### config.mk
export PLATFORM = sky130hd
export DESIGN_NAME = pitch_follow_rate_limiter_top
export DESIGN_NICKNAME = d
export VERILOG_FILES = /design/src/rtl/core/pfrl_pkg.sv /design/src/rtl/core/pfrl_step_unit.sv /design/src/rtl/core/pitch_follow_rate_limiter_top.sv
export SDC_FILE = /design/constraint.sdc
export NUM_CORES = 2
export LEC_CHECK = 0
export ABC_AREA = 1
export BUFFER_PORTS_ARGS = -buffer_cell sky130_fd_sc_hd__buf_2
export CELL_PAD_IN_SITES_DETAIL_PLACEMENT = 0
export CELL_PAD_IN_SITES_GLOBAL_PLACEMENT = 1
export CORE_ASPECT_RATIO = 1.1
export CORE_MARGIN = 4
export CORE_UTILIZATION = 45
export DETAILED_ROUTE_END_ITERATION = 10
export GPL_TIMING_DRIVEN = 1
export PLACE_DENSITY = 0.9
export SLEW_MARGIN = 5
export SYNTH_ARGS = -nofsm -noshare
export SYNTH_HDL_FRONTEND = slang
export SYNTH_HIERARCHICAL = 1
export SYNTH_SLANG_ARGS = --single-unit
### constraint.sdc
create_clock -name clk -period 9 [get_ports clk]
set_input_delay 2.7 -clock clk [delete_from_list [all_inputs] [get_ports clk]]
set_output_delay 2.7 -clock clk [all_outputs]
set_load 0.01 [all_outputs]
### src/rtl/core/pfrl_pkg.sv
package pfrl_pkg;

  // fixed arithmetic constants
  localparam int GRADE_DEG_MUL = 57;
  localparam int SLOW_SPEED    = 4096;
  localparam int STALL_DELTA   = 3;
  localparam int UNIT_ONE      = 65536;

  // x/100 is done as (x>>2)*RECIP_25 >> RECIP_SHIFT, exact for x below 2^22
  localparam int RECIP_25    = 671089;
  localparam int RECIP_SHIFT = 24;

  // configuration register indexes
  localparam logic [2:0] REG_MAX_MAG_RULE = 3'd0;
  localparam logic [2:0] REG_FOLLOW_PCT   = 3'd1;
  localparam logic [2:0] REG_BLEND_ALPHA  = 3'd2;
  localparam logic [2:0] REG_BOOM_PCT     = 3'd3;
  localparam logic [2:0] REG_DEADZONE     = 3'd4;
  localparam logic [2:0] REG_MAX_PITCH    = 3'd5;
  localparam logic [2:0] REG_STEP_IN      = 3'd6;
  localparam logic [2:0] REG_STEP_OUT     = 3'd7;

  // step limits handed to the rate limiter
  typedef struct packed {
    logic [6:0] max_pitch;
    logic [3:0] max_in;
    logic [3:0] max_out;
  } pfrl_limits_t;

endpackage

### src/rtl/core/pfrl_step_unit.sv
module pfrl_step_unit import pfrl_pkg::*; (
  input  logic signed [7:0] cur,
  input  logic signed [7:0] tgt,
  input  logic signed [9:0] delta,
  input  logic signed [9:0] step_raw,
  input  pfrl_limits_t      lims,
  output logic signed [7:0] nxt
);

  localparam logic signed [10:0] STALL = 11'(STALL_DELTA);

  logic signed [10:0] mi, mo, lm, d, ad, c, tg, st, sum;

  assign mi = $signed({7'b0, lims.max_in});
  assign mo = $signed({7'b0, lims.max_out});
  assign lm = $signed({4'b0, lims.max_pitch});
  assign d  = {delta[9], delta};
  assign ad = d[10] ? -d : d;
  assign c  = {{3{cur[7]}}, cur};
  assign tg = {{3{tgt[7]}}, tgt};

  // asymmetric step limit, stall nudge and output clamp
  always_comb begin
    st = {step_raw[9], step_raw};
    if (d > 11'sd0) begin
      if (st > mi) st = mi;
      if (st < -mo) st = -mo;
    end else begin
      if (st > mo) st = mo;
      if (st < -mi) st = -mi;
      // leaving nose-down with a step that rounded to nothing
      if (c > 11'sd0 && tg < c && st > -mo && st > -11'sd1 && d <= -STALL) st = -11'sd1;
    end
    if (st == 11'sd0 && ad >= STALL) begin
      if (d > 11'sd0) st = 11'sd1;
      else if (mo > 11'sd1) st = -11'sd2;
      else st = -11'sd1;
    end
    sum = c + st;
    if (sum > lm) sum = lm;
    if (sum < -lm) sum = -lm;
    nxt = sum[7:0];
  end

endmodule

### src/rtl/core/pitch_follow_rate_limiter_top.sv
// pitch follow rate limiter
// s_* carries one attitude sample per request; s_tuser set clears both
// channels and the started flag before that sample is processed.
// m_* returns the camera and boom pitch for every sample, one for one.
// cfg_we/cfg_addr/cfg_data write one register per cycle; the user must write only while
// idle, the block itself does not enforce it. one shared 21x21 signed multiplier is reused
// for eight operations per sample (grade scale, three divides by 100, two percent scales,
// two smoothing gains), each passing through a multiply step and a post step. a result is
// registered at the end of the last post step; the next sample is only taken once the
// sequencer has run all eight passes and returned to idle.
// s_tready is high only while the sequencer is idle. a finished result sits
// in the output register, so the next sample is taken while it waits; if it
// is still not taken when the next result is ready, the sequencer holds in
// its last step until m_tready frees the register.
// reset (rst, synchronous) restores register defaults, clears both channels
// and the started flag, and drops m_tvalid. the first sample after reset or
// restart returns zero for both channels.
module pitch_follow_rate_limiter_top import pfrl_pkg::*; (
  input  logic        clk,
  input  logic        rst,
  input  logic        s_tvalid,
  output logic        s_tready,
  input  logic [47:0] s_tdata,   // grade_tan_x100[15:0], body_pitch_deg[24:16], speed_norm[41:25]
  input  logic        s_tuser,   // restart
  output logic        m_tvalid,
  input  logic        m_tready,
  output logic [15:0] m_tdata,   // cam_pitch_deg[7:0], boom_pitch_deg[15:8]
  input  logic        cfg_we,
  input  logic [2:0]  cfg_addr,
  input  logic [16:0] cfg_data
);

  localparam logic [1:0] ST_IDLE = 2'd0;
  localparam logic [1:0] ST_MUL  = 2'd1;
  localparam logic [1:0] ST_POST = 2'd2;

  localparam logic [2:0] OP_GRADE     = 3'd0;
  localparam logic [2:0] OP_GP_DIV    = 3'd1;
  localparam logic [2:0] OP_BOOM_MUL  = 3'd2;
  localparam logic [2:0] OP_BOOM_DIV  = 3'd3;
  localparam logic [2:0] OP_CAM_MUL   = 3'd4;
  localparam logic [2:0] OP_CAM_DIV   = 3'd5;
  localparam logic [2:0] OP_BOOM_STEP = 3'd6;
  localparam logic [2:0] OP_CAM_STEP  = 3'd7;

  // configuration
  logic        max_mag_rule;
  logic [6:0]  follow_pct;
  logic [16:0] blend_alpha;
  logic [6:0]  boom_pct;
  logic [4:0]  deadzone;
  logic [6:0]  max_pitch;
  logic [3:0]  step_in;
  logic [3:0]  step_out;

  // control and channel state
  logic [1:0]        state;
  logic [2:0]        op;
  logic              started;
  logic signed [7:0] cam, boom;

  // datapath
  logic signed [20:0] opa, opb;
  logic signed [41:0] prod;
  logic               neg;
  logic [8:0]         body;
  logic [16:0]        speed;
  logic signed [16:0] target;
  logic signed [7:0]  boom_t, cam_t;

  logic [41:0]        prod_mag;
  logic signed [20:0] div_opa;
  logic [15:0]        quo;
  logic signed [16:0] div_q, target_val;
  logic signed [7:0]  chan_val, step_cur, step_tgt, step_nxt, ch_final;
  logic signed [9:0]  delta_boom, delta_cam;
  logic [16:0]        alpha_sat;
  logic               go_out, last_post;
  pfrl_limits_t       lims;

  // merge grade and body into one target, low speed deadzone
  function automatic logic signed [16:0] calc_target(
    input logic signed [16:0] gp,
    input logic signed [8:0]  bp,
    input logic               rule,
    input logic [16:0]        spd,
    input logic [4:0]         dz
  );
    logic signed [17:0] g, b, ag, ab, s, avg, mild, s2, t, at;
    g  = {gp[16], gp};
    b  = {{9{bp[8]}}, bp};
    ag = g[17] ? -g : g;
    ab = b[17] ? -b : b;
    s  = g + b;
    avg = (s + $signed({17'b0, s[17]})) >>> 1;
    mild = (ag < ab) ? g : b;
    s2 = avg + mild;
    if (rule) t = (ab > ag) ? b : g;
    else t = (s2 + $signed({17'b0, s2[17]})) >>> 1;
    at = t[17] ? -t : t;
    if (spd < 17'(SLOW_SPEED) && at < $signed({13'b0, dz}) + 18'sd2) t = 18'sd0;
    return t[16:0];
  endfunction

  // channel deadzone and clamp
  function automatic logic signed [7:0] chan_target(
    input logic signed [16:0] tq,
    input logic [4:0]         dz,
    input logic [6:0]         lim
  );
    logic signed [17:0] tt, at, lm;
    tt = {tq[16], tq};
    at = tt[17] ? -tt : tt;
    lm = $signed({11'b0, lim});
    if (at < $signed({13'b0, dz})) tt = 18'sd0;
    if (tt > lm) tt = lm;
    if (tt < -lm) tt = -lm;
    return tt[7:0];
  endfunction

  // divide-by-100 prep and finish around the shared multiplier
  assign prod_mag = prod[41] ? 42'(-prod) : 42'(prod);
  assign div_opa  = $signed({1'b0, prod_mag[21:2]});
  assign quo      = prod[RECIP_SHIFT+15:RECIP_SHIFT];
  assign div_q    = neg ? -$signed({1'b0, quo}) : $signed({1'b0, quo});

  assign target_val = calc_target(div_q, $signed(body), max_mag_rule, speed, deadzone);
  assign chan_val   = chan_target(div_q, deadzone, max_pitch);

  assign delta_boom = {{2{boom_t[7]}}, boom_t} - {{2{boom[7]}}, boom};
  assign delta_cam  = {{2{cam_t[7]}}, cam_t} - {{2{cam[7]}}, cam};
  assign alpha_sat  = (blend_alpha > 17'(UNIT_ONE)) ? 17'(UNIT_ONE) : blend_alpha;

  assign lims.max_pitch = max_pitch;
  assign lims.max_in    = step_in;
  assign lims.max_out   = step_out;

  assign step_cur = (op == OP_CAM_STEP) ? cam : boom;
  assign step_tgt = (op == OP_CAM_STEP) ? cam_t : boom_t;

  pfrl_step_unit u_step (
    .cur      (step_cur),
    .tgt      (step_tgt),
    .delta    (opa[9:0]),
    .step_raw (prod[25:16]),
    .lims     (lims),
    .nxt      (step_nxt)
  );

  assign ch_final  = started ? step_nxt : 8'sd0;
  assign go_out    = !m_tvalid || m_tready;
  assign last_post = (state == ST_POST) && (op == OP_CAM_STEP);
  assign s_tready  = (state == ST_IDLE);

  // sequencer, configuration and channel state
  always_ff @(posedge clk) begin
    if (rst) begin
      state        <= ST_IDLE;
      op           <= OP_GRADE;
      started      <= 1'b0;
      cam          <= 8'sd0;
      boom         <= 8'sd0;
      m_tvalid     <= 1'b0;
      max_mag_rule <= 1'b0;
      follow_pct   <= 7'd40;
      blend_alpha  <= 17'd16384;
      boom_pct     <= 7'd50;
      deadzone     <= 5'd2;
      max_pitch    <= 7'd12;
      step_in      <= 4'd1;
      step_out     <= 4'd2;
    end else begin
      if (cfg_we) begin
        unique case (cfg_addr)
          REG_MAX_MAG_RULE: max_mag_rule <= cfg_data[0];
          REG_FOLLOW_PCT:   follow_pct   <= cfg_data[6:0];
          REG_BLEND_ALPHA:  blend_alpha  <= cfg_data;
          REG_BOOM_PCT:     boom_pct     <= cfg_data[6:0];
          REG_DEADZONE:     deadzone     <= cfg_data[4:0];
          REG_MAX_PITCH:    max_pitch    <= cfg_data[6:0];
          REG_STEP_IN:      step_in      <= cfg_data[3:0];
          REG_STEP_OUT:     step_out     <= cfg_data[3:0];
        endcase
      end

      unique case (state)
        ST_IDLE: begin
          if (s_tvalid) begin
            if (s_tuser) begin
              cam     <= 8'sd0;
              boom    <= 8'sd0;
              started <= 1'b0;
            end
            op    <= OP_GRADE;
            state <= ST_MUL;
          end
        end
        ST_MUL: state <= ST_POST;
        ST_POST: begin
          if (op == OP_CAM_STEP) begin
            if (go_out) begin
              cam     <= ch_final;
              started <= 1'b1;
              state   <= ST_IDLE;
            end
          end else begin
            if (op == OP_BOOM_STEP) boom <= ch_final;
            op    <= op + 3'd1;
            state <= ST_MUL;
          end
        end
        default: state <= ST_IDLE;
      endcase

      // output register
      if (last_post && go_out) m_tvalid <= 1'b1;
      else if (m_tready) m_tvalid <= 1'b0;
    end
  end

  // operand, product and result registers
  always_ff @(posedge clk) begin
    if (state == ST_IDLE && s_tvalid) begin
      opa   <= {{5{s_tdata[15]}}, s_tdata[15:0]};
      opb   <= 21'(GRADE_DEG_MUL);
      body  <= s_tdata[24:16];
      speed <= s_tdata[41:25];
    end
    if (state == ST_MUL) prod <= opa * opb;
    if (state == ST_POST) begin
      unique case (op)
        OP_GRADE, OP_BOOM_MUL, OP_CAM_MUL: begin
          opa <= div_opa;
          opb <= 21'(RECIP_25);
          neg <= prod[41];
        end
        OP_GP_DIV: begin
          target <= target_val;
          opa    <= {{4{target_val[16]}}, target_val};
          opb    <= $signed({14'b0, boom_pct});
        end
        OP_BOOM_DIV: begin
          boom_t <= chan_val;
          opa    <= {{4{target[16]}}, target};
          opb    <= $signed({14'b0, follow_pct});
        end
        OP_CAM_DIV: begin
          cam_t <= chan_val;
          opa   <= {{11{delta_boom[9]}}, delta_boom};
          opb   <= $signed({4'b0, alpha_sat});
        end
        OP_BOOM_STEP: begin
          opa <= {{11{delta_cam[9]}}, delta_cam};
        end
        OP_CAM_STEP: begin
          if (go_out) m_tdata <= {boom, ch_final};
        end
      endcase
    end
  end

`ifndef SYNTHESIS
  // a result only appears from the last step of the sequence
  a_rise_from_last: assert property (@(posedge clk) disable iff (rst)
    $rose(m_tvalid) |-> $past(last_post))
    else $error("result raised outside the final step");

  // a stalled output register holds the sequencer in its last step
  a_hold_last: assert property (@(posedge clk) disable iff (rst)
    (last_post && m_tvalid && !m_tready) |=> last_post)
    else $error("sequencer left final step while output was blocked");

  // every delivered result comes after started is set
  a_started: assert property (@(posedge clk) disable iff (rst)
    $rose(m_tvalid) |-> started)
    else $error("result without started flag");

  // no result right after a sample is taken
  a_latency: assert property (@(posedge clk) disable iff (rst)
    (s_tvalid && s_tready) |=> !$rose(m_tvalid))
    else $error("result too soon after request");
`endif

endmodule
# == Word-level counts from Yosys, hierarchy flattened ==
# Cells that the tools add are included.
# word_totals
register_bits,235
inputBits,74
# classes
reduce_logical,35
eq_ne,23
muxes,59
mul,1
n_addsub,19
n_lt_le_gt_ge,22
# ops
operator,n
18-bit 2-to-1 mux,8
11-bit 2-to-1 mux,13
21-bit one-hot mux with 5 select lines,1
8-bit 2-to-1 mux,11
21-bit 2-to-1 mux,4
21-bit one-hot mux with 4 select lines,1
17-bit 2-to-1 mux,3
21-bit by 21-bit multiplier with 42-bit output,1
18-bit by 2-bit adder with 18-bit output,2
18-bit < comparator,2
11-bit < comparator,3
8-bit one-hot mux with 2 select lines,2
2-bit AND reduction,13
3-bit equality test (second input constant),8
22-bit 2-to-1 mux,1
22-bit negation,1
4-bit negation with 11-bit output,2
10-bit by 5-bit > comparator with 1-bit output,2
17-bit by 18-bit adder with 18-bit output,1
17-bit by 9-bit adder with 18-bit output,1
18-bit > comparator,1
18-bit by 8-bit > comparator with 1-bit output,1
18-bit by 6-bit < comparator with 1-bit output,1
18-bit by 7-bit < comparator with 1-bit output,1
45 further kinds,75

# == Logic depth before layout (Yosys ltp) ==
# logic_depth
ltp_word,24
ltp_mapped,77

# == By module ==
# The synthesis kept the hierarchy.
# modules_own_cells
module,seq_area_each_um2,instances,cells_each,area_per_inst_um2
pitch_follow_rate_limiter_top,5495.3,1,3957,31615.3
pfrl_step_unit,0.0,1,627,3734.8

# == Worst setup path before layout ==
# No wires, ideal clock.
# synth_timing
kind,reg-to-reg
startpoint,register prod[19]
endpoint,register cam[5]
path_buffers,2
path_slack_ps,424
required_ps,8914
t_arrival_ps,8490
path_stages_with_launch,68
cell_sequence,edfxtp_1 ha_1 a21oi_1 nand3_2 nand2_4 inv_1 or2_2 o21ai_0 inv_1 ha_1 a21oi_1 nand2_2 nand2_4 nand2_4 nand2_4 nand2_8 o21ai_0 inv_1 [... 32 more ...] nand4_1 nand2_4 buf_2 nand2_1 o21ai_0 ha_1 a21oi_1 o21a_1 o21ai_0 a31oi_1 nand3_4 nand2_4 nand2_1 nand2_1 nand2_1 nor2_1 nor2_1 a211oi_1
# synth_via
elab_chain_cells,24
elab_cells_between_ends,30
cone_classes,1 x add/sub; 8 x order compare; 16 x mux; 5 x reduce/logical
# synth_rtl
item,line_no,rtl
"start, declared",pitch_follow_rate_limiter_top.sv:64,logic signed [41:0] prod;
"start signal, assigned",pitch_follow_rate_limiter_top.sv:229,if (state == ST_MUL) prod <= opa * opb;
10-bit by 5-bit > comparator with 1-bit output,pfrl_step_unit.sv:29,if (st > mo) st = mo;
11-bit 2-to-1 mux,pfrl_step_unit.sv:29,
11-bit 2-to-1 mux,pfrl_step_unit.sv:25,if (d > 11'sd0) begin
11-bit < comparator,pfrl_step_unit.sv:30,if (st < -mi) st = -mi;
11-bit 2-to-1 mux,pfrl_step_unit.sv:30,
11-bit 2-to-1 mux,pfrl_step_unit.sv:25,
11-bit > comparator,pfrl_step_unit.sv:32,if (c > 11'sd0 && tg < c && st > -mo && st > -11'sd1 && d <= -STALL) st = -11'sd1;
1-bit logical AND (3 in a row),pfrl_step_unit.sv:32,
[... 7 more ...],--,
11-bit 2-to-1 mux *,pfrl_step_unit.sv:40,if (sum > lm) sum = lm;
11-bit < comparator,pfrl_step_unit.sv:41,if (sum < -lm) sum = -lm;
8-bit 2-to-1 mux *,pfrl_step_unit.sv:41,
named net step_nxt[5],pitch_follow_rate_limiter_top.sv:75,"logic signed [7:0] chan_val, step_cur, step_tgt, step_nxt, ch_final;"
8-bit 2-to-1 mux *,pitch_follow_rate_limiter_top.sv:150,assign ch_final = started ? step_nxt : 8'sd0;
8-bit 2-to-1 mux *,pitch_follow_rate_limiter_top.sv:201,if (go_out) begin
8-bit 2-to-1 mux *,pitch_follow_rate_limiter_top.sv:200,if (op == OP_CAM_STEP) begin
8-bit one-hot mux with 2 select lines *,pitch_follow_rate_limiter_top.sv:186,unique case (state)
"end signal, assigned",pitch_follow_rate_limiter_top.sv:202,cam <= ch_final;
"end, declared",pitch_follow_rate_limiter_top.sv:60,"logic signed [7:0] cam, boom;"
# Mark *: on every way through the listed nets, which the timed path passes. The rest lies on a longest branch. The select of a mux whose other input is x is not followed.
# A chain may end at the register's enable or synchronous reset.

# == Worst setup path after layout ==
# layout_timing
startpoint,register prod[18]
endpoint,register cam[3]
# The elaborated chain is that of the path after synthesis.

==> impl_metrics.csv <==
group,metric,value,unit
cells_and_area,area_delta_synth_final,15.87,%
logic_synthesis,synth.avg_cell_area,7.712,um^2
place,port_buffers,73,
logic_synthesis,synth_cell_type_count,75,
logic_synthesis,async_reset_ff_share,0,%
timing,finalMaxSlewViolations,0,
critical_path,crit_start,"prod[18]",
logic_synthesis,synthCells,4584,
min_path,hold_path.class,"flip-flop to flip-flop",
die,dieArea,0.08311,mm^2
cts,clk_path_buf_depth,3,
logic_synthesis,synth.most_common_cell,"nand2_1",
cts,clk_latency,0.56,ns
critical_path,crit_slowest_cell,"edfxtp_1",
cells_and_area,fin_area,0.04096,mm^2
die,die_y,302.0,um
grt,overflow,0,
grt,grt_pass1_wl,163400,um
grt,antenna_found_initial,0,
logic_synthesis,synth_warnings,6,
timing,min_period,9.042,ns
cts,cts_root_buffer,"clkbuf_16",
drt,via_count,30720,
critical_path,endpoint,"cam[3]",
cells_and_area,layout.nets,5703,
cells_and_area,fin_util,52.75,%
cts,cts_max_level,1,
timing,rsz0062_at_grt,"yes",
drt,wl,103200,um
logic_synthesis,ys_top_cells_by_area,"fa_1 (26%), ha_1 (11%), nand2_1 (11%), inv_1 (10%), edfxtp_1 (8.9%)",
cells_and_area,layout.cells.non_filler,5914,
critical_path,worst_ep_arrival_time,9.51,ns
grt,grt_max_degree,43,
logic_synthesis,ys_ff_latch,222,
timing,fin_crit_sh,100.5,%
cts,cts_tree,"built",
run,cap_viol_max_count,0,
timing,hold_viol,0,
logic_synthesis,ys.flop_type,"dfxtp_1",
logic_synthesis,ys_top_cells_by_count,"nand2_1 (1,003), inv_1 (963), fa_1 (464)",
cells_and_area,diodes,0,
critical_path,crit_cells,67,
cts,cts.clk_slew.worst_paths,0.06,ns
timing,fin_skew,0.01832,ns
critical_path,critPathMaxStageDelay,0.44,ns
drt,wire_per_inst,17.45,um
die,die_x,275.2,um
logic_synthesis,synth_top_area_share,26.28,%
logic_synthesis,ys_seq_area_share,15.55,%
cts,cts_hold_buf,0,
die,initial_core_util,45.53,%
place,place_area,0.03847,mm^2
logic_synthesis,synth_largest_area_cell,"fa_1",
grt,grt_use_total,24.79,%
logic_synthesis,syn_area,0.03535,mm^2
place,gp_congestion,0.9349,
cells_and_area,drive_gt1_share,17.52,%
timing,slew-limit-headroom,14.47,%
place,hpwl,83730,um
place,place_inst,5830,
drt,ant_nets,0,
timing,fin_ws,-0.04227,ns
cts,cts.sinks,222,
logic_synthesis,synth_edf_count,105,
die,ios,92,
timing,setup_violations,5,
timing,fmax,110.6,MHz
critical_path,worstPathRequired,9.46,ns
run_status,violations,"setup timing",
drt,dr.pass1.iters,6,
critical_path,critPathLaunchType,"flip-flop",
timing,worst_slew_pin_slew,1.281,ns
critical_path,rrSetupSlack,-0.04,ns
min_path,hold_depth,0,
grt,grt_pass1_vias,30990,
place,place_ws,-0.6958,ns
drt,drt_iter0_drc,2250,
drt,vias_per_cell,5.194,
die,core,0.07765,mm^2
critical_path,crit_type,"flip-flop to flip-flop",
critical_path,ff2ff_path_depth,67,
critical_path,critical_path_buf_inv_count,9,
critical_path,critical_path.top_delay_family,"simple AND/OR/NAND/NOR gates",
critical_path,endpoint_kind,"flip-flop",
critical_path,cpMostUsedCell,"nand2_4",
critical_path,rr_startpoint,"prod[18]",
critical_path,reg2reg_to,"cam[3]",
drt,drc_errors,0,
run_status,outcome,"finished with violations",
critical_path,path_max_fanout,8,
cts,cts_buffers,26,
die,rows,107,
[registers in the layout, indices dropped and copies added, names as in the netlist, 2 cells and up]
register,cells
step_out,4
cam_t,8
follow_pct,7
opb,21
op,3
boom_pct,7
body,9
opa,21
speed,5
max_pitch,7
state,2
cam,8
boom,8
deadzone,5
prod,41
target,17
step_in,4
boom_t,8
blend_alpha,17
m_tdata,16
[timing repair]
| item | CTS | global route |
|---|---|---|
| buffers inserted | 8 | 27 |
| resized for setup | 86 | 242 |
| pin swaps | 43 | 155 |
| setup endpoints to repair | 62 | 62 |
| gates cloned | 2 | 1 |
[cell usage in the layout, fill, tap and decap left out, types with 12 or more instances in the layout]
cell type  synthesis  routed
o21ai_1            8      23
nand4_1           41      41
nand3_2           32      35
buf_6              9      13
nor2_1           343     316
a21oi_2            8      36
inv_1            963     947
nand2_2           52      98
buf_2              6      73
nor3_1            36      29
nor4_1            16      15
nand3_1          172     154
o21ai_2           10      28
nor2_2            24      40
nand2_1         1003     948
dfxtp_1          117     116
clkbuf_16          0      29
a211oi_1          17      15
a31oi_1           19      17
o21ai_0          177     143
a21oi_1          194     163
xnor2_1           32      31
fa_1             464     463
ha_4               0      27
or2_2             15      15
nor2_4             1      12
xor2_1           111     109
nand2_4           18      27
buf_4              9     292
edfxtp_1         105     105
ha_1             306     273
nand3_4            6      21
inv_2             19      32
[metal layers]
layer  part of all wire, %  track usage [%]
met5                     0                0
met4                   4.3            8.877
met3                   6.9            3.284
met2                    48            42.62
met1                    41            32.17
[metrics by stage]
step	setup TNS [ns]	hold slack, ns
CTS	0	0.4430
global route	-21.48	0.4551
floorplan	0	0.4082
global placement	-17.67	0.4213
detailed placement	-26.22	0.4283
finish	-0.1049	0.4454
[logic make-up (layout without fill, tap and decap cells)]
kind of cell / after synthesis / after routing / share of synthesized area, %
and+or+nand+nor: 1787 / 1789 / 22.49
buffers and inverters: 1134 / 1421 / 12.43
adders and majority gates: 770 / 770 / 37.11
AOI/OAI and AO/OA: 524 / 524 / 8.742
DFF: 222 / 222 / 15.55
xor gates and xnor gates: 145 / 145 / 3.667
other: 2 / 8 / 0.02124
[how the worst min path moves through the flow]
stage | from | to
finish | boom[1] | m_tdata[9]
global placement | boom[1] | m_tdata[9]
CTS | boom[1] | m_tdata[9]
floorplan | boom[2] | m_tdata[10]
detailed placement | boom[1] | m_tdata[9]
global route | boom[1] | m_tdata[9]
[cell type report]
class / instances / area, um^2
multi-input cells: 3236 / 26790
flip-flops and latches: 222 / 5497
well taps: 1035 / 1295
fillers: 7314 / 36690
inverters: 990 / 3739
repair buffers: 383 / 2804
clock inverters: 10 / 71.32
clock buffers: 38 / 768.2
Power is left out: the tool's default activity adds up to more than one toggle a clock period on the data nets, which glitch-free logic cannot reach.
